$ cat src/sct_pkg.sv
// ----------------------------------------------------------------------------
// sct_pkg: shared types and constants of the shell command tokenizer
// Byte codes, the byte class flags, the queue entry and the result record.
// ----------------------------------------------------------------------------
package sct_pkg;

	localparam int MAX_COMMANDS  = 16;
	localparam int MAX_ARGUMENTS = 64;

	localparam int CMD_W = 4;
	localparam int ARG_W = 6;

	// Counts stop at the smaller of the configured limit and the field range.
	localparam int CMD_LIMIT_I = ((MAX_COMMANDS - 1) < 15) ? (MAX_COMMANDS - 1) : 15;
	localparam int ARG_LIMIT_I = ((MAX_ARGUMENTS - 1) < 63) ? (MAX_ARGUMENTS - 1) : 63;
	localparam logic [CMD_W-1:0] CMD_LIMIT = CMD_W'(CMD_LIMIT_I);
	localparam logic [ARG_W-1:0] ARG_LIMIT = ARG_W'(ARG_LIMIT_I);

	localparam logic [7:0] CHAR_SQUOTE = 8'h27;
	localparam logic [7:0] CHAR_DQUOTE = 8'h22;
	localparam logic [7:0] CHAR_BSLASH = 8'h5C;
	localparam logic [7:0] CHAR_SPACE  = 8'h20;
	localparam logic [7:0] CHAR_PIPE   = 8'h7C;
	localparam logic [7:0] CHAR_AMP    = 8'h26;

	localparam int QUEUE_DEPTH = 2;
	localparam int QPTR_W      = (QUEUE_DEPTH > 1) ? $clog2(QUEUE_DEPTH) : 1;
	localparam int QCNT_W      = $clog2(QUEUE_DEPTH + 1);

	typedef struct packed {
		logic squote;
		logic dquote;
		logic bslash;
		logic space;
		logic pipe;
		logic amp;
	} sct_class_t;

	typedef struct packed {
		logic [7:0] ch;
		logic       line_end;
		sct_class_t cls;
	} sct_entry_t;

	typedef struct packed {
		logic             char_valid;
		logic [7:0]       char_out;
		logic             end_of_arg;
		logic             end_of_command;
		logic             background;
		logic [CMD_W-1:0] command_index;
		logic [ARG_W-1:0] arg_index;
		logic             last;
	} sct_result_t;

	function automatic sct_class_t sct_classify(input logic [7:0] ch);
		sct_class_t c;
		c.squote = (ch == CHAR_SQUOTE);
		c.dquote = (ch == CHAR_DQUOTE);
		c.bslash = (ch == CHAR_BSLASH);
		c.space  = (ch == CHAR_SPACE);
		c.pipe   = (ch == CHAR_PIPE);
		c.amp    = (ch == CHAR_AMP);
		return c;
	endfunction

endpackage

$ cat src/sct_in_if.sv
// ----------------------------------------------------------------------------
// sct_in_if: command line byte channel
// Carries one byte of the line and its line end mark per transaction.
// ----------------------------------------------------------------------------
interface sct_in_if;
	logic       valid;
	logic       ready;
	logic [7:0] char_in;
	logic       line_end;

	modport source (output valid, output char_in, output line_end, input ready);
	modport sink (input valid, input char_in, input line_end, output ready);
endinterface

$ cat src/sct_out_if.sv
// ----------------------------------------------------------------------------
// sct_out_if: token channel
// Carries one argument byte or boundary mark per transaction.
// ----------------------------------------------------------------------------
interface sct_out_if;
	logic       valid;
	logic       ready;
	logic       char_valid;
	logic [7:0] char_out;
	logic       end_of_arg;
	logic       end_of_command;
	logic       background;
	logic [3:0] command_index;
	logic [5:0] arg_index;
	logic       last;

	modport source (output valid, output char_valid, output char_out, output end_of_arg,
		output end_of_command, output background, output command_index,
		output arg_index, output last, input ready);
	modport sink (input valid, input char_valid, input char_out, input end_of_arg,
		input end_of_command, input background, input command_index,
		input arg_index, input last, output ready);
endinterface

$ cat src/sct_front.sv
// ----------------------------------------------------------------------------
// sct_front: byte intake and classification
// Tags each incoming byte with its class flags and pushes it into the queue.
// ----------------------------------------------------------------------------
module sct_front import sct_pkg::*; (
	sct_in_if.sink     rx,
	output logic       push_valid,
	input  logic       push_ready,
	output sct_entry_t push_data
);

	assign rx.ready   = push_ready;
	assign push_valid = rx.valid;

	always_comb begin
		push_data.ch       = rx.char_in;
		push_data.line_end = rx.line_end;
		// The terminating byte is never tokenized, so it carries no class.
		push_data.cls      = rx.line_end ? '0 : sct_classify(rx.char_in);
	end

endmodule

$ cat src/sct_queue.sv
// ----------------------------------------------------------------------------
// sct_queue: short queue between the front and back parts
// A small circular buffer that can push and pop in the same cycle; a full queue takes no push.
// ----------------------------------------------------------------------------
module sct_queue import sct_pkg::*; (
	input  logic       clk,
	input  logic       arst_n,
	input  logic       push_valid,
	output logic       push_ready,
	input  sct_entry_t push_data,
	output logic       pop_valid,
	input  logic       pop_ready,
	output sct_entry_t pop_data
);

	sct_entry_t         mem_q [QUEUE_DEPTH];
	logic [QPTR_W-1:0]  wr_ptr_q;
	logic [QPTR_W-1:0]  rd_ptr_q;
	logic [QCNT_W-1:0]  count_q;
	logic               push;
	logic               pop;

	assign push_ready = (count_q != QCNT_W'(QUEUE_DEPTH));
	assign pop_valid  = (count_q != '0);
	assign pop_data   = mem_q[rd_ptr_q];
	assign push       = push_valid && push_ready;
	assign pop        = pop_valid && pop_ready;

	always_ff @(posedge clk) begin
		if (push) begin
			mem_q[wr_ptr_q] <= push_data;
		end
	end

	always_ff @(posedge clk or negedge arst_n) begin
		if (!arst_n) begin
			wr_ptr_q <= '0;
			rd_ptr_q <= '0;
			count_q  <= '0;
		end else begin
			if (push) begin
				wr_ptr_q <= (wr_ptr_q == QPTR_W'(QUEUE_DEPTH - 1)) ? '0 : wr_ptr_q + 1'b1;
			end
			if (pop) begin
				rd_ptr_q <= (rd_ptr_q == QPTR_W'(QUEUE_DEPTH - 1)) ? '0 : rd_ptr_q + 1'b1;
			end
			if (push && !pop) begin
				count_q <= count_q + 1'b1;
			end else if (pop && !push) begin
				count_q <= count_q - 1'b1;
			end
		end
	end

	property p_no_overflow;
		@(posedge clk) disable iff (!arst_n) count_q <= QCNT_W'(QUEUE_DEPTH);
	endproperty
	assert property (p_no_overflow) else $error("queue count above depth");

	property p_count_tracks;
		@(posedge clk) disable iff (!arst_n)
			(push && !pop) |=> (count_q == $past(count_q) + 1'b1);
	endproperty
	assert property (p_count_tracks) else $error("queue count did not advance on push");

	property p_empty_ptrs;
		@(posedge clk) disable iff (!arst_n) (count_q == '0) |-> (wr_ptr_q == rd_ptr_q);
	endproperty
	assert property (p_empty_ptrs) else $error("empty queue with unequal pointers");

endmodule

$ cat src/sct_back.sv
// ----------------------------------------------------------------------------
// sct_back: tokenizer state and result register
// Applies quote, escape and split rules to each queued byte and drives results.
// ----------------------------------------------------------------------------
module sct_back import sct_pkg::*; (
	input  logic       clk,
	input  logic       arst_n,
	input  logic       pop_valid,
	output logic       pop_ready,
	input  sct_entry_t pop_data,
	sct_out_if.source  tx
);

	logic             sq_q, dq_q, esc_q;
	logic             tok_open_q, tok_quoted_q;
	logic             held_valid_q, held_first_q;
	logic [7:0]       held_byte_q;
	sct_class_t       held_cls_q;
	logic [CMD_W-1:0] cmd_q;
	logic [ARG_W-1:0] arg_q;
	logic             line_done_q;

	logic             n_sq, n_dq, n_esc;
	logic             n_tok_open, n_tok_quoted;
	logic             n_held_valid, n_held_first;
	logic [7:0]       n_held_byte;
	sct_class_t       n_held_cls;
	logic [CMD_W-1:0] n_cmd;
	logic [ARG_W-1:0] n_arg;
	logic             n_line_done;

	logic             out_valid_q;
	sct_result_t      out_q;

	sct_result_t      res;
	logic             has_res;
	logic             pop;
	logic             unq;
	logic             do_finish, do_token, fin_cmd, fin_end;
	logic             clr_line, set_done, cv;
	logic             held_quote;

	// A new item is taken whenever the result register is free or being drained.
	assign pop_ready = !out_valid_q || tx.ready;
	assign pop       = pop_valid && pop_ready;

	always_comb begin
		n_sq         = sq_q;
		n_dq         = dq_q;
		n_esc        = esc_q;
		n_tok_open   = tok_open_q;
		n_tok_quoted = tok_quoted_q;
		n_held_valid = held_valid_q;
		n_held_first = held_first_q;
		n_held_byte  = held_byte_q;
		n_held_cls   = held_cls_q;
		n_cmd        = cmd_q;
		n_arg        = arg_q;
		n_line_done  = line_done_q;

		res               = '0;
		res.command_index = cmd_q;
		res.arg_index     = arg_q;
		has_res           = 1'b0;
		do_finish         = 1'b0;
		do_token          = 1'b0;
		fin_cmd           = 1'b0;
		fin_end           = 1'b0;
		clr_line          = 1'b0;
		set_done          = 1'b0;
		cv                = 1'b0;
		unq               = !sq_q && !dq_q && !esc_q;
		held_quote        = held_cls_q.squote || held_cls_q.dquote;

		if (line_done_q) begin
			// After a lone ampersand the rest of the line is dropped.
			clr_line = pop_data.line_end;
		end else if (pop_data.line_end) begin
			do_finish = 1'b1;
			fin_cmd   = 1'b1;
			fin_end   = 1'b1;
		end else begin
			do_token = 1'b1;
			if (pop_data.cls.squote && !dq_q && !esc_q) begin
				n_sq = !sq_q;
			end else if (pop_data.cls.dquote && !sq_q && !esc_q) begin
				n_dq = !dq_q;
			end else if (pop_data.cls.bslash && !esc_q) begin
				n_esc = 1'b1;
			end else if (pop_data.cls.space && unq) begin
				do_token  = 1'b0;
				do_finish = 1'b1;
			end else if (pop_data.cls.pipe && unq) begin
				do_token  = 1'b0;
				do_finish = 1'b1;
				fin_cmd   = 1'b1;
			end else begin
				n_esc = 1'b0;
			end
		end

		if (do_finish) begin
			if (tok_open_q && held_valid_q && held_first_q && !tok_quoted_q &&
				held_cls_q.amp) begin
				has_res            = 1'b1;
				res.end_of_command = 1'b1;
				res.background     = 1'b1;
				res.last           = 1'b1;
				clr_line           = 1'b1;
				set_done           = !fin_end;
			end else if (tok_open_q || fin_cmd) begin
				cv = held_valid_q && (tok_quoted_q ? !held_quote : !held_cls_q.bslash);
				has_res            = 1'b1;
				res.char_valid     = cv;
				res.char_out       = cv ? held_byte_q : 8'h00;
				res.end_of_arg     = tok_open_q;
				res.end_of_command = fin_cmd;
				res.last           = fin_end;
				if (tok_open_q && (arg_q < ARG_LIMIT)) begin
					n_arg = arg_q + 1'b1;
				end
				n_tok_open   = 1'b0;
				n_tok_quoted = 1'b0;
				n_held_valid = 1'b0;
				n_held_first = 1'b0;
				if (fin_cmd) begin
					if (cmd_q < CMD_LIMIT) begin
						n_cmd = cmd_q + 1'b1;
					end
					n_arg = '0;
					n_sq  = 1'b0;
					n_dq  = 1'b0;
					n_esc = 1'b0;
				end
				clr_line = fin_end;
			end
		end else if (do_token) begin
			if (!tok_open_q) begin
				n_tok_open = 1'b1;
				if (pop_data.cls.squote || pop_data.cls.dquote) begin
					n_tok_quoted = 1'b1;
				end else begin
					n_held_valid = 1'b1;
					n_held_byte  = pop_data.ch;
					n_held_cls   = pop_data.cls;
					n_held_first = 1'b1;
				end
			end else begin
				// The previous byte goes out now; the new one is held back.
				cv = held_valid_q && (tok_quoted_q || !held_cls_q.bslash);
				has_res        = cv;
				res.char_valid = 1'b1;
				res.char_out   = held_byte_q;
				n_held_valid   = 1'b1;
				n_held_byte    = pop_data.ch;
				n_held_cls     = pop_data.cls;
				n_held_first   = 1'b0;
			end
		end

		if (clr_line) begin
			n_sq         = 1'b0;
			n_dq         = 1'b0;
			n_esc        = 1'b0;
			n_tok_open   = 1'b0;
			n_tok_quoted = 1'b0;
			n_held_valid = 1'b0;
			n_held_first = 1'b0;
			n_cmd        = '0;
			n_arg        = '0;
			n_line_done  = set_done;
		end
	end

	always_ff @(posedge clk or negedge arst_n) begin
		if (!arst_n) begin
			sq_q         <= 1'b0;
			dq_q         <= 1'b0;
			esc_q        <= 1'b0;
			tok_open_q   <= 1'b0;
			tok_quoted_q <= 1'b0;
			held_valid_q <= 1'b0;
			held_first_q <= 1'b0;
			cmd_q        <= '0;
			arg_q        <= '0;
			line_done_q  <= 1'b0;
			out_valid_q  <= 1'b0;
		end else begin
			if (pop) begin
				sq_q         <= n_sq;
				dq_q         <= n_dq;
				esc_q        <= n_esc;
				tok_open_q   <= n_tok_open;
				tok_quoted_q <= n_tok_quoted;
				held_valid_q <= n_held_valid;
				held_first_q <= n_held_first;
				cmd_q        <= n_cmd;
				arg_q        <= n_arg;
				line_done_q  <= n_line_done;
			end
			if (pop && has_res) begin
				out_valid_q <= 1'b1;
			end else if (tx.ready) begin
				out_valid_q <= 1'b0;
			end
		end
	end

	always_ff @(posedge clk) begin
		if (pop) begin
			held_byte_q <= n_held_byte;
			held_cls_q  <= n_held_cls;
		end
		if (pop && has_res) begin
			out_q <= res;
		end
	end

	assign tx.valid          = out_valid_q;
	assign tx.char_valid     = out_q.char_valid;
	assign tx.char_out       = out_q.char_out;
	assign tx.end_of_arg     = out_q.end_of_arg;
	assign tx.end_of_command = out_q.end_of_command;
	assign tx.background     = out_q.background;
	assign tx.command_index  = out_q.command_index;
	assign tx.arg_index      = out_q.arg_index;
	assign tx.last           = out_q.last;

	property p_last_clears_counts;
		@(posedge clk) disable iff (!arst_n)
			(pop && has_res && res.last) |=> (cmd_q == '0 && arg_q == '0 && !tok_open_q);
	endproperty
	assert property (p_last_clears_counts) else $error("line state not cleared after last");

	property p_held_needs_token;
		@(posedge clk) disable iff (!arst_n) held_valid_q |-> tok_open_q;
	endproperty
	assert property (p_held_needs_token) else $error("held byte outside an argument");

	property p_counts_saturate;
		@(posedge clk) disable iff (!arst_n) (cmd_q <= CMD_LIMIT) && (arg_q <= ARG_LIMIT);
	endproperty
	assert property (p_counts_saturate) else $error("count above its limit");

	property p_done_is_silent;
		@(posedge clk) disable iff (!arst_n) (line_done_q && pop) |-> !has_res;
	endproperty
	assert property (p_done_is_silent) else $error("result produced in a discarded line");

endmodule

$ cat src/shell_command_tokenizer.sv
// ----------------------------------------------------------------------------
// shell_command_tokenizer: streaming shell command line tokenizer
// Splits a byte stream into arguments and piped commands.
// ----------------------------------------------------------------------------
// The block takes one byte per clock cycle while its queue has room and gives
// at most one transaction per byte: an argument byte with quotes and
// backslashes removed, or a mark that closes an argument, a command or the
// line. Argument bytes come out one byte late, since the last byte of each
// argument is held back to drop a trailing quote and to spot a lone ampersand.
// A byte passes the classifier, a two-entry queue, the state update of the
// back end and its result register, so a result is offered once its byte has
// been written into the queue and then into the result register; the back
// end's state update sets the sustained rate of one byte per cycle while the
// output side keeps taking transactions.
module shell_command_tokenizer import sct_pkg::*; (
	input  logic      clk,
	input  logic      arst_n,
	sct_in_if.sink    rx,
	sct_out_if.source tx
);

	logic       push_valid;
	logic       push_ready;
	sct_entry_t push_data;
	logic       pop_valid;
	logic       pop_ready;
	sct_entry_t pop_data;

	sct_front u_front (
		.rx         (rx),
		.push_valid (push_valid),
		.push_ready (push_ready),
		.push_data  (push_data)
	);

	sct_queue u_queue (
		.clk        (clk),
		.arst_n     (arst_n),
		.push_valid (push_valid),
		.push_ready (push_ready),
		.push_data  (push_data),
		.pop_valid  (pop_valid),
		.pop_ready  (pop_ready),
		.pop_data   (pop_data)
	);

	sct_back u_back (
		.clk       (clk),
		.arst_n    (arst_n),
		.pop_valid (pop_valid),
		.pop_ready (pop_ready),
		.pop_data  (pop_data),
		.tx        (tx)
	);

endmodule

$ cat src/flat_wrapper.sv
// flat-port wrapper written by rule: the top's interface ports become plain ports
module shell_command_tokenizer_flat import sct_pkg::*;
  (clk, arst_n, rx_valid, rx_char_in, rx_line_end, rx_ready, tx_valid, tx_char_valid, tx_char_out, tx_end_of_arg, tx_end_of_command, tx_background, tx_command_index, tx_arg_index, tx_last, tx_ready);
  sct_in_if rx_i ();
  sct_out_if tx_i ();
  input  logic clk;
  input  logic arst_n;
  input wire logic [$bits(rx_i.valid)-1:0] rx_valid;
  input wire logic [$bits(rx_i.char_in)-1:0] rx_char_in;
  input wire logic [$bits(rx_i.line_end)-1:0] rx_line_end;
  output wire logic [$bits(rx_i.ready)-1:0] rx_ready;
  output wire logic [$bits(tx_i.valid)-1:0] tx_valid;
  output wire logic [$bits(tx_i.char_valid)-1:0] tx_char_valid;
  output wire logic [$bits(tx_i.char_out)-1:0] tx_char_out;
  output wire logic [$bits(tx_i.end_of_arg)-1:0] tx_end_of_arg;
  output wire logic [$bits(tx_i.end_of_command)-1:0] tx_end_of_command;
  output wire logic [$bits(tx_i.background)-1:0] tx_background;
  output wire logic [$bits(tx_i.command_index)-1:0] tx_command_index;
  output wire logic [$bits(tx_i.arg_index)-1:0] tx_arg_index;
  output wire logic [$bits(tx_i.last)-1:0] tx_last;
  input wire logic [$bits(tx_i.ready)-1:0] tx_ready;
  assign rx_i.valid = rx_valid;
  assign rx_i.char_in = rx_char_in;
  assign rx_i.line_end = rx_line_end;
  assign rx_ready = rx_i.ready;
  assign tx_valid = tx_i.valid;
  assign tx_char_valid = tx_i.char_valid;
  assign tx_char_out = tx_i.char_out;
  assign tx_end_of_arg = tx_i.end_of_arg;
  assign tx_end_of_command = tx_i.end_of_command;
  assign tx_background = tx_i.background;
  assign tx_command_index = tx_i.command_index;
  assign tx_arg_index = tx_i.arg_index;
  assign tx_last = tx_i.last;
  assign tx_i.ready = tx_ready;
  shell_command_tokenizer u_core (.clk(clk), .arst_n(arst_n), .rx(rx_i), .tx(tx_i));
endmodule
$ cat config.mk
export PLATFORM = sky130hd
export DESIGN_NAME = shell_command_tokenizer_flat
export DESIGN_NICKNAME = d
export VERILOG_FILES = /design/src/sct_pkg.sv /design/src/sct_in_if.sv /design/src/sct_out_if.sv /design/src/sct_front.sv /design/src/sct_queue.sv /design/src/sct_back.sv /design/src/shell_command_tokenizer.sv /design/src/flat_wrapper.sv
export SDC_FILE = /design/constraint.sdc
export NUM_CORES = 1
export LEC_CHECK = 0
export BUFFER_PORTS_ARGS = -buffer_cell sky130_fd_sc_hd__buf_4
export CORE_ASPECT_RATIO = 1.1
export CORE_MARGIN = 3
export CORE_UTILIZATION = 40
export CTS_BUF_LIST = sky130_fd_sc_hd__clkbuf_2 sky130_fd_sc_hd__clkbuf_4 sky130_fd_sc_hd__clkbuf_8
export DETAILED_ROUTE_END_ITERATION = 6
export SKIP_CTS_REPAIR_TIMING = 1
export SYNTH_ARGS = -nofsm -noshare
export SYNTH_HDL_FRONTEND = slang
export SYNTH_SLANG_ARGS = --single-unit
$ cat constraint.sdc
create_clock -name clk -period 9.6 [get_ports clk]
set_clock_uncertainty 0.15 [all_clocks]
set_input_delay 0 -clock clk [delete_from_list [all_inputs] [get_ports clk]]
set_output_delay 0 -clock clk [all_outputs]
set_load 0.05 [all_outputs]
# [Word level (Yosys, flattened, before mapping)]
# Memory sizes are Yosys's and may differ from the RTL's.
# Index checks and enable logic that the tools add are counted.
[op_classes] add_sub_neg=6 reduce_logical=54 eq_ne=13 order_cmp=2 n_mux=117 bitwise_logic=2
[ops] op="$mux W1" count=92
[ops] op="$mux W6" count=9
[ops] op="$eq A8 B6 Y1 const B" count=4
[ops] op="$mux W9" count=3
[ops] op="$mux W4" count=6
[ops] op="$mux W8" count=3
[ops] op="$logic_and A1 B1 Y1" count=21
[ops] op="$eq A8 B7 Y1 const B" count=2
[ops] op="$reduce_bool A2 Y1" count=7
[ops] op="$reduce_and A6 Y1" count=2
[ops] op="$mux W11" count=1
[ops] op="$logic_not A1 Y1" count=10
[ops] op="$mux W10" count=1
[ops] op="$reduce_and A5 Y1" count=2
[ops] op="$reduce_bool A3 Y1" count=3
[ops] op="$reduce_and A4 Y1" count=2
[ops] op="$add A6 B1 Y6 const B" count=1
[ops] op="$lt A6 B6 Y1 const B" count=1
[ops] op="$ne A2 B2 Y1 const B" count=3
[ops] op="$ne A3 B1 Y1 const B" count=2
[ops] op="$logic_or A1 B1 Y1" count=5
[ops] op="$add A4 B1 Y4 const B" count=1
[ops] op="$lt A4 B4 Y1 const B" count=1
[ops] op="$mux W2" count=2
[ops] op="8 further kinds" count=10
[word_totals] mem_bits_rw=30 out_inout_bits=25 register_bits=58 inputBits=13 wordCells=222 memories=1
[memory_table] name="u_core.u_queue.mem_q" words=2 width=15 read_ports=1 rd_ports_with_merged_regs=0 write_ports=1 line="sct_queue.sv:16" text="sct_entry_t mem_q [QUEUE_DEPTH];"

# [Depth between registers and ports, before layout]
# Gate-level depths: netlist (run 1).
[logic_depth] ltp_word=17 ltp_mapped=7 ltp_nobuf=7

# [Cells and area by module]
# From an unflattened synthesis (run 1), not the netlist that was laid out.
[hier_totals] cells_unflattened=282 area_unflattened_um2=3842.4
[by_module_without_submodules] mod="sct_back" cells_each=192 seq_area_each_um2=1526.5 instances=1 area_each_um2=2319.7
[by_module_without_submodules] mod="sct_queue" cells_each=65 seq_area_each_um2=1001.0 instances=1 area_each_um2=1331.3
[by_module_without_submodules] mod="sct_front" cells_each=25 seq_area_each_um2=0.0 instances=1 area_each_um2=191.4

# [Least setup slack after synthesis (run 1)]
# Ideal clock, no wire load.
[synth_path] kind="reg-to-reg" startpoint="register u_core.u_queue.rd_ptr_q" endpoint="register u_core.u_back.out_q (netlist bit u_core.u_back.tx.arg_index[0]) (enable)" setup_ns=0.427 arrival_time_ns=2.941 path_stages_with_launch=7 slack_ns=6.082 required_time_ns=9.023 period_less_slack_ns=3.518 path_buffers=1 path_cell_list="dfrtp_1 buf_6 mux2i_4 o211ai_4 o31ai_4 inv_2 a2111oi_2"
[synth_between] elab_chain_cells=14 elab_cells_between_ends=34 classes_between="mux (24); reduce/logical (9); memory (1)"
[synth_lines] item="start, declared" line="sct_queue.sv:18" text="logic [QPTR_W-1:0] rd_ptr_q;"
[synth_lines] item="start signal, assigned" line="sct_queue.sv:45" text="rd_ptr_q <= (rd_ptr_q == QPTR_W'(QUEUE_DEPTH - 1)) ? '0 : rd_ptr_q + 1'b1;"
[synth_lines] item="$mem_v2 Z2 W15 (*)"
[synth_lines] item="$logic_and A1 B1 Y1" line="sct_back.sv:93" text="end else if (pop_data.cls.pipe && unq) begin"
[synth_lines] item="$mux W1" line="sct_back.sv:93"
[synth_lines] item="$mux W1" line="sct_back.sv:90" text="end else if (pop_data.cls.space && unq) begin"
[synth_lines] item="$mux W1" line="sct_back.sv:88" text="end else if (pop_data.cls.bslash && !esc_q) begin"
[synth_lines] item="$mux W1" line="sct_back.sv:86" text="end else if (pop_data.cls.dquote && !sq_q && !esc_q) begin"
[synth_lines] item="$mux W1" line="sct_back.sv:84" text="if (pop_data.cls.squote && !dq_q && !esc_q) begin"
[synth_lines] item="$mux W1" line="sct_back.sv:78" text="end else if (pop_data.line_end) begin"
[synth_lines] item="$mux W1" line="sct_back.sv:75" text="if (line_done_q) begin"
[synth_lines] item="$logic_or A1 B1 Y1" line="sct_back.sv:111" text="end else if (tok_open_q || fin_cmd) begin"
[synth_lines] item="$mux W1" line="sct_back.sv:111"
[synth_lines] item="$mux W1" line="sct_back.sv:103" text="if (tok_open_q && held_valid_q && held_first_q && !tok_quoted_q &&"
[synth_lines] item="$mux W1 (*)" line="sct_back.sv:102" text="if (do_finish) begin"
[synth_lines] item="$logic_and A1 B1 Y1 (*)" line="sct_back.sv:214" text="if (pop && has_res) begin"
[synth_lines] item="end signal, assigned" line="sct_back.sv:215" text="out_q <= res;"
[synth_lines] item="end, declared" line="sct_back.sv:33" text="sct_result_t out_q;"
# Mark *: on every way between the ends. The rest lies on a longest branch, timed or not.
# A chain may end at the register's enable or synchronous reset.

# [Final worst setup path (run 1)]
[layout_path] startpoint="register u_core.u_queue.rd_ptr_q" endpoint="register u_core.u_back.out_q (netlist bit u_core.u_back.tx.command_index[0]) (enable)"
# The elaborated chain is that of the path after synthesis.

==> key figures, run 1 <==
Status
  • Outcome: complete, no violations

Logic synthesis
  • Syn nets: around 290
  • Synthesis-stage register bit count: between 80 and 90
  • FFs w/ async S/R, synth: 26.14%
  • Post-synth EDFFs: 65
  • Yosys warning count: 0
  • Syn Inst Count: 269
  • Top_reg_cell synth: edfxtp_1
  • Synth cell types: 57
  • Synth Cell Area: about 3800 µm²
  • Syn_area_per_cell: about 14 µm²
  • Seq/Total Area, Yosys: between 60 and 70%

STA
  • Least-Margin Pin Slew: roughly 1000 ps
  • Min Hold Slack: 241.5 ps
  • Final period utilization: 33.89%
  • Max-slew headroom: roughly a third
  • Max-slew violation count: 0
  • Fmax: between 0.3 and 0.4 GHz
  • Final Setup Violations: 0
  • Final setup margin: between 6000 and 7000 ps
  • Unrepaired setup endpoints after global routing: false
  • Setup Total Neg Slack: 0 ps
  • Final min period: 3253 ps
  • Final Hold Vio Count: 0

Clock tree
  • Num Clock Sinks: a little under 90
  • CTS tree: yes
  • Max Root-Sink Buffers: 2
  • Number of CTS-inserted buffers: 9
  • Htree depth: 3
  • Clk slew on worst S/H paths: around 90 ps
  • CTS root buffer: clkbuf_8
  • Clock Latency Late Sink: 360 ps

Final layout
  • Layout cell share with drive strength beyond 1: about a quarter
  • Leading cell type in the layout, fill and taps excluded: edfxtp_1
  • Most frequent cells in the layout: edfxtp_1, buf_4, nor2_1, dfrtp_1, nand2_1
  • Layout Nets: between 300 and 400
  • # fillers: about 820
  • Inserted Diodes: 0
  • Area delta synth->final: 21.22%
  • Design area: ~4600 µm²
  • Final Core Density: 50.61%
  • Fin cells: between 400 and 500

Floorplan
  • Initial cell density of the core: approximately two fifths
  • Die area: 10,600 µm²
  • Die height: 107.7 µm
  • Die Width: approximately 98 µm
  • I/O pin cnt: 38
  • Cell Rows: 36
  • Core area: 9009 µm²

Drt
  • Vias per cell: ~5.2
  • Routed Antenna Nets: 0
  • Total Wirelength: about 7000 µm
  • DRT Pass-1 Iters: 4
  • Routed len/inst: ~16 µm
  • Starting DRT DRC Count: about 120
  • Vias: between 2,000 and 2,500
  • Post-route DRC: 0

GRT
  • Largest net degree at the start of global routing: 25
  • Total Routing Usage GR: 13.86%
  • GRT Residual Overflow: 0
  • Initial antenna violation count: 0
  • Vias in the first global route: 2,300
  • First-pass GRT wire length: 11,410 µm

Setup path
  • CP Capture Type: flop
  • Crit path to: u_core.u_back.tx.command_index[0]
  • Max stage delay cell, worst path: dfrtp_1
  • CP bufs+invs: 2
  • Crit. Startpoint: u_core.u_queue.rd_ptr_q
  • Instance count on the critical path: 6
  • Worst setup SP type: flop
  • Worst path top cell family by delay: flip-flops
  • WS Path Type: reg -> reg
  • Arr. time, crit path: 3130 ps
  • Reg2reg start: u_core.u_queue.rd_ptr_q
  • Reg2reg end: u_core.u_back.tx.command_index[0]
  • Reg-to-reg slack, setup: ~6300 ps
  • Max incr delay on CP: just over 1000 ps
  • CP cell instances: nor3b_2, o211ai_4, o31ai_4, inv_2, a2111oi_4, buf_4
  • CP max FO: 24
  • CP required: around 9500 ps
  • R2R depth: 6

Power
  • Total power: approximately 1.6 mW
  • Power Density: 348.4 nW/µm²
  • Peak supply drop: between 0.1 and 0.15 mV
  • Leakage: roughly 1.7 nW

Hold path
  • Worst hold-check path type: in -> reg

Run
  • MaxCap Viol Count: 0

Placed design
  • Port Buffers: 37
  • GPL Wtd Cong: around 0.90
  • Final HPWL DP: around 4800 µm
  • Placed Instances: 419
  • DP Area: roughly 4200 µm²
  • Post-place setup slack: 6363 ps
==> cells by family (layout without fill, tap and decap cells) <==
kind of cell	after synthesis	after routing	share of synthesized area (%)
simple gates	89	89	12.74
flops	88	88	67.20
compound gates	51	51	10.78
buf+inv	17	82	1.896
mux	14	14	4.757
xor+xnor	7	7	1.630
fa+ha+maj	3	3	0.9981
==> layer usage <==
layer | up-vias | part of all wire (%) | track usage (%)
met2 | 56 | 47 | 21.11
met3 | 7 | 4.6 | 4.213
li1 | 1139 | - | -
met4 | 0 | 1.4 | 5.268
met5 | - | 0 | 0
met1 | 1136 | 47 | 18.68
==> worst min path at each step <==
stage / start / endpoint / slack, ps / cells past startpoint
3_3_place_gp: arst_n / u_core.u_queue.count_q[1] / -230 / 1
4_1_cts: arst_n / u_core.u_back.tx.valid / -630 / 1
5_1_grt: rx_char_in[4] / u_core.u_queue.mem_q[1][11] / 230 / 2
2_1_floorplan: arst_n / u_core.u_back.arg_q[0] / -450 / 0
6_report: rx_char_in[4] / u_core.u_queue.mem_q[0][11] / 240 / 2
3_5_place_dp: arst_n / u_core.u_queue.count_q[0] / -230 / 1
==> report_power, final <==
group / internal [mW] / leakage (nW) / switching, mW
Clock: 0.147 / 0.110 / 0.130
Combinational: 0.216 / 0.685 / 0.444
Sequential: 0.574 / 0.913 / 0.0765
Total: 0.937 / 1.71 / 0.651
==> area by class of cell <==
type / instances / area (µm²) / area share, %
multi-input cells: 164 / 1175 / 25.77
flip-flops and latches: 88 / 2527 / 55.43
well taps: 114 / 142.6 / 3.128
clock inverters: 6 / 91.34 / 2.003
clock buffers: 9 / 123.9 / 2.717
inverters: 13 / 48.80 / 1.070
repair buffers: 54 / 450.4 / 9.879
==> cell usage after synthesis, types with 3 or more instances <==
cell type,count,area share (%)
a21oi_1,6,0.80
a31oi_1,8,1.3
dfrtp_1,23,15
edfxtp_1,65,52
ha_1,3,1.0
inv_1,11,1.1
mux2_2,11,3.3
nand2_1,16,1.6
nand2b_1,4,0.67
nand3_1,8,1.1
nor2_1,24,2.4
nor2b_1,10,1.7
nor3_1,9,1.2
o21ai_0,14,1.9
xnor2_1,3,0.70
xor2_1,4,0.93
==> sequential cells by signal, indices dropped and copies added (netlist names), 2 cells and up <==
signal / flops
u_core.u_queue.mem_q: 30
u_core.u_back.held_byte_q: 8
u_core.u_back.tx.command_index: 4
u_core.u_back.cmd_q: 4
u_core.u_queue.count_q: 2
u_core.u_back.held_cls_q: 4
u_core.u_back.tx.char_out: 8
u_core.u_back.arg_q: 6
u_core.u_back.tx.arg_index: 6
Power figures use the tool's default switching activity.
==> run 2: changes to the inputs <==
Clock period 9.6 ns to 2.8 ns, I/O delays scaled along.
==> key figures, run 2 (synthesis results as in run 1) <==
Final layout
  • Inserted Diodes: 0 (unchanged)
  • Max FFs per register: 30 (unchanged)
  • Layout Nets: 352 (was 346)
  • # fillers: 811 (was 819)
  • Most flops, register: u_core.u_queue.mem_q (unchanged)
  • Fin cells: 455 (was 448)
  • Reg area: 2527 µm² (unchanged)
  • Multi-input gate area: 1175 µm² (unchanged)
  • Design area: 4607 µm² (was 4559 µm²)
  • Layout cell share with drive strength beyond 1: 26.39% (was 24.85%)
  • Final Core Density: 51.14% (was 50.61%)
  • Area delta synth->final: 22.49% (was 21.22%)
  • Most frequent cells in the layout: edfxtp_1, buf_4, nor2_1, dfrtp_1, nand2_1 (unchanged)
  • Leading cell type in the layout, fill and taps excluded: edfxtp_1 (unchanged)

Clock tree
  • CTS tree: yes (unchanged)
  • Clock Latency Late Sink: 360 ps (about the same)
  • Clk slew on worst S/H paths: 80 ps (was 90 ps)
  • Htree depth: 3 (unchanged)
  • CTS root buffer: clkbuf_8 (unchanged)
  • Num Clock Sinks: 88 (unchanged)
  • Number of CTS-inserted buffers: 9 (unchanged)
  • Max Root-Sink Buffers: 2 (unchanged)

Power
  • Peak supply drop: 0.4107 mV (was 0.1322 mV)
  • Leakage: 1.736 nW (was 1.708 nW)
  • Power Density: 1184 nW/µm² (was 348.4 nW/µm²)

STA
  • Unrepaired setup endpoints after global routing: false (unchanged)
  • Final setup margin: 184.9 ps (was 6347 ps)
  • Final Hold Vio Count: 0 (unchanged)
  • Final Setup Violations: 0 (unchanged)
  • Max-slew headroom: 51.92% (was 33.56%)
  • Fmax: 0.3824 GHz (was 0.3074 GHz)
  • Least-Margin Pin Slew: 721.1 ps (was 996.6 ps)
  • Final min period: 2615 ps (was 3253 ps)
  • Min Hold Slack: 223.9 ps (was 241.5 ps)
  • Max-slew violation count: 0 (unchanged)
  • Final period utilization: 93.40% (was 33.89%)

Drt
  • Post-route DRC: 0 (unchanged)
  • Routed Antenna Nets: 0 (unchanged)
  • Routed len/inst: 14.86 µm (was 15.52 µm)
  • Vias: 2,311 (was 2,338)
  • Total Wirelength: 6761 µm (was 6953 µm)
  • DRT Pass-1 Iters: 4 (unchanged)
  • Vias per cell: 5.079 (was 5.219)
  • Starting DRT DRC Count: 119 (was 116)

GRT
  • Largest net degree at the start of global routing: 25 (unchanged)
  • Total Routing Usage GR: 13.74% (was 13.86%)
  • GRT Residual Overflow: 0 (unchanged)
  • Initial antenna violation count: 0 (unchanged)
  • First-pass GRT wire length: 11,260 µm (was 11,410 µm)
  • Vias in the first global route: 2,244 (was 2,300)

Setup path
  • CP bufs+invs: 1 (was 2)
  • Max stage delay cell, worst path: dfrtp_1 (unchanged)
  • CP max FO: 24 (unchanged)
  • CP cell instances: nor3b_2, o211ai_4, o21a_1, a2111oi_4, buf_12 (was nor3b_2, o211ai_4, o31ai_4, inv_2, a2111oi_4, buf_4)
  • Max incr delay on CP: 620 ps (was 1010 ps)
  • WS Path Type: reg -> reg (unchanged)
  • CP Capture Type: flop (unchanged)
  • Worst setup SP type: flop (unchanged)
  • Arr. time, crit path: 2530 ps (was 3130 ps)
  • CP required: 2720 ps (was 9480 ps)
  • Worst path top cell family by delay: compound AO/OA/AOI/OAI gates (was flip-flops)

Placed design
  • DP Area: 4252 µm² (was 4194 µm²)
  • Final HPWL DP: 4800 µm (was 4760 µm)
  • Port Buffers: 37 (unchanged)
  • GPL Wtd Cong: 0.8321 (was 0.8955)
  • Post-place setup slack: 183.1 ps (was 6363 ps)
  • Placed Instances: 425 (was 419)

Floorplan
  • Core area: 9009 µm² (unchanged)
  • Initial cell density of the core: 41.75% (unchanged)
  • Die area: 10,600 µm² (unchanged)
  • I/O pin cnt: 38 (unchanged)
  • Die Width: 98.46 µm (unchanged)
  • Cell Rows: 36 (unchanged)
  • Die height: 107.7 µm (unchanged)

Status
  • Outcome: complete, no violations (unchanged)

Run
  • MaxCap Viol Count: 0 (unchanged)

Hold path
  • Worst hold-check path type: in -> reg (unchanged)
[run 2: changes by cell type in the layout (fill, tap and decap cells not counted), sizes merged]
| cell | previous run | this run |
|---|---|---|
| buf | 41 | 47 |
| bufinv | 2 | 1 |
| clkbuf | 9 | 10 |
| clkinv | 3 | 4 |
| clkinvlp | 0 | 1 |
| inv | 14 | 13 |
[run 2: cell type report]
class	instances	share of cell area, %
Sequential cell	88	54.86
Multi-Input combinational cell	164	25.50
Timing Repair Buffer	60	11.03
Tap cell	114	3.096
Clock buffer	10	2.988
Clock inverter	6	1.467
Inverter	13	1.059
[run 2: layer usage]
metal | vias up | share of wire (%) | track usage, %
met5 | - | 0 | 0
met3 | 12 | 4.6 | 4.407
li1 | 1151 | - | -
met1 | 1103 | 45 | 17.34
met2 | 45 | 48 | 21.64
met4 | 0 | 2.4 | 6.146
[run 2: worst reg2reg max path, delay by kind of cell, from the launching register on]
family	cells	cell delay (ps)
AOI/OAI and AO/OA	3	930
and+or+nand+nor	1	400
DFF	1	620
buffers and inverters	1	230
[run 2: final timing paths]
path | start | to | slack [ps] | cells past startpoint
max in group asynchronous | arst_n | u_core.u_back.sq_q | 1870 | 4
min in group asynchronous | arst_n | u_core.u_back.cmd_q[0] | 480 | 4
setup reg to reg | u_core.u_queue.rd_ptr_q | u_core.u_back.tx.arg_index[3] | 180 | 5
hold reg to reg | u_core.u_queue.wr_ptr_q | u_core.u_queue.wr_ptr_q | 350 | 1
setup / recovery | u_core.u_queue.rd_ptr_q | u_core.u_back.tx.arg_index[3] | 180 | 5
hold / removal | rx_char_in[7] | u_core.u_queue.mem_q[1][14] | 220 | 2
[run 2: stage by stage]
stage	power, mW	setup TNS (ps)
after floorplan	3.894	-780.3
after global placement	4.590	0
after detailed placement	4.608	0
after CTS	5.510	0
after global routing	5.760	0
final	5.457	0
[run 2: power by group]
part / internal, mW / switching, mW
Clock: 0.441 / 0.447
Sequential: 1.97 / 0.226
Combinational: 0.808 / 1.57
Total: 3.22 / 2.24
